`config.mk`:
```
export PLATFORM = sky130hd
export DESIGN_NAME = crc8_command_frame_parser_top
export DESIGN_NICKNAME = d
export VERILOG_FILES = /design/src/rtl/ccfp_pkg.sv /design/src/rtl/ccfp_window.sv /design/src/rtl/crc8_command_frame_parser_top.sv
export SDC_FILE = /design/constraint.sdc
export NUM_CORES = 1
export LEC_CHECK = 0
export ABC_AREA = 1
export BUFFER_PORTS_ARGS = -buffer_cell sky130_fd_sc_hd__buf_4
export CAP_MARGIN = 20
export CORE_MARGIN = 2
export CORE_UTILIZATION = 30
export CTS_BUF_LIST = sky130_fd_sc_hd__clkbuf_4
export CTS_CLUSTER_DIAMETER = 150
export DETAILED_ROUTE_END_ITERATION = 12
export SYNTH_ARGS = -nofsm -noshare
export SYNTH_HDL_FRONTEND = slang
export SYNTH_SLANG_ARGS = --single-unit
```
`constraint.sdc`:
```
create_clock -name clk -period 4.1 [get_ports clk]
set_clock_uncertainty 0.2 [all_clocks]
set_input_delay 0.615 -clock clk [delete_from_list [all_inputs] [get_ports clk]]
set_output_delay 0.615 -clock clk [all_outputs]
set_load 0.01 [all_outputs]
```
`src/rtl/ccfp_pkg.sv`:
```
package ccfp_pkg;

  localparam int FRAME_LEN = 8;
  localparam int FILL_W = $clog2(FRAME_LEN);
  localparam int CRC_START = 2;
  localparam int CRC_SPAN = 5;
  localparam logic [7:0] CRC_POLY = 8'h31;
  localparam int RESP_LEN = 4;
  localparam int RESP_IDX_W = $clog2(RESP_LEN);

  typedef enum logic [1:0] {
    RESP_OKAY        = 2'd0,
    RESP_BAD_COMMAND = 2'd1,
    RESP_BAD_STATE   = 2'd2
  } resp_code_t;

  typedef enum logic [1:0] {
    REG_COMMAND_MAGIC  = 2'd0,
    REG_RESPONSE_MAGIC = 2'd1,
    REG_BEGIN_CODE     = 2'd2,
    REG_END_CODE       = 2'd3
  } reg_idx_t;

  typedef struct packed {
    logic       good;
    logic [7:0] cmd;
  } frame_stat_t;

  function automatic logic [7:0] crc8_byte(input logic [7:0] crc, input logic [7:0] b);
    logic [7:0] c;
    c = crc ^ b;
    for (int k = 0; k < 8; k++) begin
      c = c[7] ? ({c[6:0], 1'b0} ^ CRC_POLY) : {c[6:0], 1'b0};
    end
    return c;
  endfunction

endpackage

```
`src/rtl/ccfp_window.sv`:
```
module ccfp_window
  import ccfp_pkg::*;
(
  input  logic              clk,
  input  logic              rst,
  input  logic [7:0]        rx_data,
  input  logic              take,
  input  logic [15:0]       command_magic,
  output frame_stat_t       stat
);

  logic [7:0]        win [FRAME_LEN];
  logic [FILL_W-1:0] fill;
  logic [FILL_W-1:0] fill_next;
  logic              complete;
  logic              magic_ok;
  logic [7:0]        crc;

  assign complete = (fill == FILL_W'(FRAME_LEN - 1));
  assign magic_ok = (win[0] == command_magic[15:8]) && (win[1] == command_magic[7:0]);

  always_comb begin
    crc = 8'h00;
    for (int k = 0; k < CRC_SPAN; k++) begin
      crc = crc8_byte(crc, win[FILL_W'(CRC_START + k)]);
    end
  end

  assign stat.good = complete && magic_ok && (crc == rx_data);
  assign stat.cmd  = win[CRC_START];

  always_comb begin
    priority if (!complete) begin
      fill_next = fill + 1'b1;
    end else if (magic_ok) begin
      fill_next = '0;
    end else begin
      fill_next = FILL_W'(FRAME_LEN - 1);
    end
  end

  always_ff @(posedge clk) begin
    if (rst) begin
      fill <= '0;
    end else if (take) begin
      fill <= fill_next;
    end
  end

  // A full window whose sync bytes do not match slides down by one word.
  always_ff @(posedge clk) begin
    if (take) begin
      if (!complete) begin
        win[fill] <= rx_data;
      end else if (!magic_ok) begin
        for (int k = 0; k < FRAME_LEN - 2; k++) begin
          win[k] <= win[k + 1];
        end
        win[FRAME_LEN - 2] <= rx_data;
      end
    end
  end

endmodule

```
`src/rtl/crc8_command_frame_parser_top.sv`:
```
// Command frame parser with CRC-8 check.
// The rx channel carries one received byte per word; the tx channel carries
// the four words of a response frame, with last_byte high on the CRC word.
// Each accepted byte enters an input register and is handled from there, so
// a response word is first offered from the response registers after the
// byte that completes a good frame has left the input register. One rx word
// can be taken every cycle while rx_stall is low; a response occupies
// the tx channel for four words.
// The input register is held, and rx_stall raised, only while it holds the
// final byte of a good frame and an earlier response is still being sent;
// other bytes pass on while tx_stall holds a response.
// Configuration lives on the APB port: command magic at 0x0, response magic
// at 0x4, begin code at 0x8 and end code at 0xC. It should be written only
// while the block is idle.
// A synchronous reset clears the window fill, the tracing flag, the
// pending response and the registers (end code resets to one).
module crc8_command_frame_parser_top
  import ccfp_pkg::*;
(
  input  logic        clk,
  input  logic        rst,
  input  logic        psel,
  input  logic        penable,
  input  logic        pwrite,
  input  logic [3:0]  paddr,
  input  logic [31:0] pwdata,
  output logic [31:0] prdata,
  output logic        pready,
  input  logic        rx_valid,
  output logic        rx_stall,
  input  logic [7:0]  rx_byte,
  output logic        tx_valid,
  input  logic        tx_stall,
  output logic [7:0]  tx_byte,
  output logic        last_byte,
  output logic [1:0]  response_code,
  output logic        tracing_now
);

  logic [15:0]           command_magic;
  logic [15:0]           response_magic;
  logic [7:0]            begin_code;
  logic [7:0]            end_code;
  reg_idx_t              reg_idx;

  logic                  in_full;
  logic [7:0]            in_data;
  logic                  advance;
  frame_stat_t           stat;

  logic                  tracing;
  logic                  tracing_next;
  resp_code_t            code_next;

  logic                  resp_busy;
  logic [RESP_IDX_W-1:0] resp_idx;
  logic [15:0]           resp_magic;
  resp_code_t            resp_code;
  logic                  resp_tracing;
  logic                  tx_take;
  logic                  resp_done;

  assign pready  = 1'b1;
  assign reg_idx = reg_idx_t'(paddr[3:2]);

  always_ff @(posedge clk) begin
    if (rst) begin
      command_magic  <= '0;
      response_magic <= '0;
      begin_code     <= 8'h00;
      end_code       <= 8'h01;
    end else if (psel && penable && pwrite) begin
      unique case (reg_idx)
        REG_COMMAND_MAGIC:  command_magic  <= pwdata[15:0];
        REG_RESPONSE_MAGIC: response_magic <= pwdata[15:0];
        REG_BEGIN_CODE:     begin_code     <= pwdata[7:0];
        REG_END_CODE:       end_code       <= pwdata[7:0];
      endcase
    end
  end

  always_comb begin
    unique case (reg_idx)
      REG_COMMAND_MAGIC:  prdata = {16'h0000, command_magic};
      REG_RESPONSE_MAGIC: prdata = {16'h0000, response_magic};
      REG_BEGIN_CODE:     prdata = {24'h000000, begin_code};
      REG_END_CODE:       prdata = {24'h000000, end_code};
    endcase
  end

  // The response buffer is free this cycle unless a response is still pending
  // and its last word is not leaving now.
  assign tx_take   = tx_valid && !tx_stall;
  assign resp_done = tx_take && (resp_idx == RESP_IDX_W'(RESP_LEN - 1));
  assign advance   = in_full && (!stat.good || !resp_busy || resp_done);
  assign rx_stall  = in_full && !advance;

  always_ff @(posedge clk) begin
    if (rst) begin
      in_full <= 1'b0;
    end else if (rx_valid && !rx_stall) begin
      in_full <= 1'b1;
    end else if (advance) begin
      in_full <= 1'b0;
    end
  end

  always_ff @(posedge clk) begin
    if (rx_valid && !rx_stall) begin
      in_data <= rx_byte;
    end
  end

  ccfp_window u_window (
    .clk           (clk),
    .rst           (rst),
    .rx_data       (in_data),
    .take          (advance),
    .command_magic (command_magic),
    .stat          (stat)
  );

  always_comb begin
    tracing_next = tracing;
    priority if (stat.cmd == begin_code) begin
      code_next    = tracing ? RESP_BAD_STATE : RESP_OKAY;
      tracing_next = 1'b1;
    end else if (stat.cmd == end_code) begin
      code_next    = tracing ? RESP_OKAY : RESP_BAD_STATE;
      tracing_next = 1'b0;
    end else begin
      code_next    = RESP_BAD_COMMAND;
    end
  end

  always_ff @(posedge clk) begin
    if (rst) begin
      tracing   <= 1'b0;
      resp_busy <= 1'b0;
      resp_idx  <= '0;
    end else if (advance && stat.good) begin
      tracing   <= tracing_next;
      resp_busy <= 1'b1;
      resp_idx  <= '0;
    end else if (tx_take) begin
      resp_busy <= !resp_done;
      resp_idx  <= resp_idx + 1'b1;
    end
  end

  always_ff @(posedge clk) begin
    if (advance && stat.good) begin
      resp_magic   <= response_magic;
      resp_code    <= code_next;
      resp_tracing <= tracing_next;
    end
  end

  assign tx_valid      = resp_busy;
  assign response_code = resp_code;
  assign tracing_now   = resp_tracing;
  assign last_byte     = (resp_idx == RESP_IDX_W'(RESP_LEN - 1));

  always_comb begin
    unique case (resp_idx)
      2'd0:    tx_byte = resp_magic[15:8];
      2'd1:    tx_byte = resp_magic[7:0];
      2'd2:    tx_byte = {6'b000000, resp_code};
      default: tx_byte = crc8_byte(8'h00, {6'b000000, resp_code});
    endcase
  end

  a_last_word_ends: assert property (@(posedge clk) disable iff (rst)
    (tx_valid && !tx_stall && last_byte) |=> (resp_idx == '0))
    else $error("response continued past its last word");

  a_code_legal: assert property (@(posedge clk) disable iff (rst)
    tx_valid |-> (response_code == RESP_OKAY || response_code == RESP_BAD_COMMAND ||
                  response_code == RESP_BAD_STATE))
    else $error("illegal response code");

  a_crc_word: assert property (@(posedge clk) disable iff (rst)
    (tx_valid && last_byte) |-> (tx_byte == crc8_byte(8'h00, {6'b000000, response_code})))
    else $error("response CRC word does not match code");

  a_tracing_follows: assert property (@(posedge clk) disable iff (rst)
    (tx_valid && response_code == RESP_OKAY && resp_idx == '0) |-> (tracing == tracing_now))
    else $error("tracing flag differs from reported state");

endmodule
```
* After elaboration in Yosys (flattened, before gate mapping)
Memories as Yosys holds them, arrays and structs flattened.
Index checks and enable logic that the tools add are counted.
** Word-level totals
- Input bits :: 51
- Register bits after elaboration :: 83
- Memories :: 1
- Output and inout port bits :: 47
- Word-level logic and storage cells :: 168
- Memory bits (writable) :: 64
** Operators by class
- Reduce and logical (&&, ||, !) cells :: 29
- Bitwise logic cells :: 45
- Equality and inequality tests :: 12
- Muxes and demuxes :: 66
- Add/subtract/negate cells :: 2
** Memories
- u_window.win :: depth 8, bits a word 8, read ports 7, clocked after memory_dff 0, write ports 7, line ccfp_window.sv:12 : logic [7:0] win [FRAME_LEN];
** Operators by type and width (number)
- $mux W6 :: 42
- $pmux W32 S4 :: 1
- $not A3 Y3 :: 41
- $eq A8 B8 Y1 :: 5
- $xor A8 B8 Y8 :: 4
- $pmux W8 S3 :: 1
- $mux W1 :: 14
- $logic_and A1 B1 Y1 :: 11
- $mux W3 :: 3
- $eq A2 B2 Y1 const B :: 4
- $mux W2 :: 4
- $mux W8 :: 1
- $reduce_and A2 Y1 :: 4
- $reduce_or A8 Y1 :: 1
- $logic_not A1 Y1 :: 6
- $eq A2 B1 Y1 const B :: 2
- $logic_not A2 Y1 :: 2
- $reduce_bool A2 Y1 :: 2
- $add A3 B1 Y3 const B :: 1
- $eq A3 B3 Y1 const B :: 1
- $add A2 B1 Y2 const B :: 1
- $logic_or A1 B1 Y1 :: 2
- $reduce_or A2 Y1 :: 1

* Longest topological paths before layout
An unclocked memory read counts as a cell.
- Depth in word-level cells :: 96
- Gate-level depth with buffers :: 43
- Depth with buffers taken out :: 41

* Cells and area by module
Synthesis repeated with hierarchy kept, for this count alone.
** Unflattened totals
- Cell total of the unflattened synthesis :: 1061
- Area, all modules :: 8117.8 um^2
** By module, submodules not included
- ccfp_window :: seq. area each 1741.7 um^2, area each 4493.1 um^2, cells an instance 628, times used 1
- crc8_command_frame_parser_top :: seq. area each 1871.8 um^2, area each 3624.7 um^2, cells an instance 433, times used 1

* Least setup slack after synthesis
Ideal clock, no wire load.
- Path kind :: flip-flop to flip-flop
- Start point :: memory u_window.win[2][5]
- End point :: memory u_window.win[5][0] (enable)
- Period minus slack after synthesis :: 4.377 ns
- Data required time :: 3.530 ns
- Data arrival time :: 3.807 ns
- Cell stages (with the launch flop) :: 37
- Path slack :: -0.277 ns
- Setup time :: 0.370 ns
- Path buffers :: 1
- Path through :: edfxtp_1 inv_2 nand2_1 nand2_2 nand2_1 nand2_1 nand2_2 nand2_2 clkinv_1 nand3_1 nand3_1 nand3_2 nand2_2 nand2_2 nand3_1 nand2_2 nand2_2 nand2_4 nand2_2 nand3_2 nand2_2 nor2_1 nor2_4 nand2_4 nand2_4 nand2_2 nand2_1 nand2_1 nand2_1 nand3_1 nand2_1 nand4_4 nand3_2 buf_6 o21ai_1 inv_1 nor2_1
** RTL lines (line)
- start, declared :: ccfp_window.sv:12

==> summary.md <==
## Outcome
- result of the run: finished with violations
- violations in the final reports: negative setup slack

## Global route
- pin count of the biggest net entering global routing: 39
- via count of the first global-routing pass: 7012
- antenna violations before repair: 1
- total global routing overflow: 0
- global-route wire length before repair: 35400 µm
- gr usage total: 0.158

## Power
- peak supply drop: 0.000201 V
- P per Cell Area: 254 nW/µm²
- overall power of the completed layout: 0.00284 W
- leakage power: 5.06 nW

## Critical path
- Startpoint Class: register
- Setup Crit Path Kind: register to output port
- Critical Path RT: 3.28 ns
- slowest library cell on the worst path: edfxtp_1
- Critical Path Sink Type: output port
- Largest delay share family, worst path: simple AND/OR/NAND/NOR gates
- Critical Path AT: 4.37 ns
- Largest stage delay, worst path: 0.49 ns
- critical-path maximum fanout: 6
- sum of buffers and inverters on the critical path: 4

## Worst hold path
- worst hold path class: input pin to register

## Synthesis
- sequential area share after synthesis: 0.441
- post-synthesis async set-or-reset flop share: 0
- synth unique cells: 40
- number of storage elements in the synthesis netlist: 139
- largest area contributor in the synthesized netlist: edfxtp_1
- biggest area contributors in the synthesized netlist: edfxtp_1 30%, dfxtp_1 14%, nand2_1 13%
- synthesized area per cell: 7.49 µm²
- top cells by count, synth: 293 x nand2_1, 112 x inv_1, 112 x nor2_1
- Syn Inst Count: 1093
- synth warn: 0
- area share of the largest cell type after synthesis: 0.304
- most frequent cell after synthesis: nand2_1
- Primary FF master, synth: edfxtp_1
- post-synthesis instance area: 8190 µm²
- EDFF count, synth: 83

## STA
- Max Fclk: 0.193 GHz
- actual slew at the worst max-slew pin: 1.15 ns
- worst slew margin relative to its limit: 0.226
- fraction of the cycle the final worst path needs: 1.27
- final hold vios: 0
- max-slew violation count: 0
- Period minus WS final: 5.19 ns
- RSZ-0062 raised after global routing: true
- setup ws final: -1.09 ns
- final setup violation count: 140
- worst hold margin: 0.0658 ns

## Die
- area enclosed by the die boundary: 28600 µm²
- die width: 169 µm
- num rows: 60
- num ports: 98
- Core Footprint: 26900 µm²
- initial core utilization: 0.305
- Die Ht: 169 µm

## Clocking
- deepest clock path buffer count: 2
- H-tree levels: 4
- clock root buffer: clkbuf_4
- CTS Sinks: 139
- clock slew at the register clock pins of the worst setup and hold paths: 0.15 ns
- number of buffers created by CTS: 17
- clock tree from TritonCTS: yes
- worst-skew pair later-pin latency: 0.59 ns

## Final layout
- fraction of layout instances using a drive strength above 1: 0.340
- relative area change from synthesis to final layout: 36.4%
- Final #Nets: 1287
- fill cell count: 2649

## Drt
- Detailed Route Iter0 Violations: 427
- DR vias/cell: 4.76
- sum of met2 wire segment lengths after detailed routing: 11900 µm
- top sig layer: met4
- Residual DRC: 0
- routed wirelength normalized by instance count: 14.7 µm
- Post-Route M1 WL: 9950 µm
- DR pass1 iterations: 4
- routed vias: 7537
- sum of met3 wire segment lengths after detailed routing: 1040 µm
- Post-Route WL: 23200 µm
- number of nets with antenna violations after routing: 0

## Placement
- hpwl dp: 17100 µm
- RePlAce Congestion: 0.861
- number of I/O port buffers: 62

## Flow run
- Maximum Capacitance Violations: 0

-- layer usage --
layer / GRT usage / up-vias
li1: - / 3832
met1: 0.195 / 3521
met2: 0.276 / 160
met3: 0.0336 / 24
met4: 0.0457 / 0
met5: 0 / -
-- final timing paths --
kind                      startpoint                 end  depth (start not counted)  slack, ns
setup / recovery  u_window.win[2][5]            rx_stall                         33      -1.09
hold reg to reg   response_magic[11]      resp_magic[11]                          0       0.28
setup reg to reg  u_window.win[2][5]  u_window.win[6][0]                         37      -0.74
hold / removal              rx_valid             in_full                          3       0.07
-- final cells by class --
| class | instances | area [µm²] | share of cell area |
|---|---|---|---|
| multi-input combinational | 796 | 4960 | 0.444 |
| clock buffer | 17 | 128 | 0.0114 |
| clock inverter | 15 | 184 | 0.0165 |
| inverter | 122 | 467 | 0.0418 |
| timing repair buffer | 154 | 1390 | 0.125 |
| sequential | 139 | 3610 | 0.323 |
| antenna | 1 | 2.50 | 0.000224 |
| tap | 341 | 427 | 0.0382 |
-- state kept, by name, summed over array words and instances, names as in the netlist --
name / flops
begin_code: 8
command_magic: 16
end_code: 8
in_data: 8
in_full: 1
resp_idx: 2
resp_magic: 16
response_code: 2
response_magic: 16
tracing: 1
tracing_now: 1
tx_valid: 1
u_window.fill: 3
u_window.win: 56
-- worst reg2reg max path, delay by kind of cell, from the launching register on --
kind	cells	cell delay, ns
AND/OR/NAND/NOR	32	3.22
flip-flops	1	0.49
buffers and inverters	4	0.45
XOR/XNOR	1	0.18
-- metrics by stage --
step	cell area (µm²)	util	instances	TNS, ns	setup slack, ns
2_1_floorplan	8410	-	1108	-2.39	-0.0601
3_3_place_gp	9530	0.355	1521	-60.31	-0.550
3_5_place_dp	9560	0.356	1522	-73.45	-0.628
4_1_cts	10200	0.379	1567	-76.54	-1.07
5_1_grt	11200	0.416	1585	-125.98	-1.41
6_report	11200	0.416	1585	-82.36	-1.09
-- where the power goes --
group | switching, W | leakage [nW] | internal [W]
Clock | 0.000658 | 0.167 | 0.000297
Sequential | 0.0000271 | 1.23 | 0.00151
Combinational | 0.000208 | 3.66 | 0.000139
-- repair_timing --
| action | 4_1_cts | 5_1_grt |
|---|---|---|
| resized for setup | 52 | 197 |
| setup endpoints to repair | 140 | 140 |
| buffers inserted | 5 | 14 |
| cloned | 0 | 3 |
| hold buffers | 8 | 1 |
| pin swaps | 26 | 69 |
| endpoints found under the hold margin | 8 | 1 |
-- cell families (layout without fill, tap and decap cells) --
logic type	after synthesis	in the layout	share of synthesized area
AO/OA/AOI/OAI	143	143	0.0958
XOR/XNOR	32	32	0.0342
adder cells (fa/ha/maj)	6	6	0.00917
buffers and inverters	173	308	0.0915
flip-flops	139	139	0.441
other	2	18	0.000917
AND/OR/NAND/NOR	598	598	0.327
-- layout by cell type, fill, tap and decap left out, drive strengths merged, types with 20 or more instances in the layout --
cell type and count:
buf 142, o21ai 105, nand2 334, edfxtp 83, dfxtp 56, xor2 24
nand3 121, inv 129, nor2 117, clkbuf 20
No activity file was read; power rests on OpenSTA's default activity.
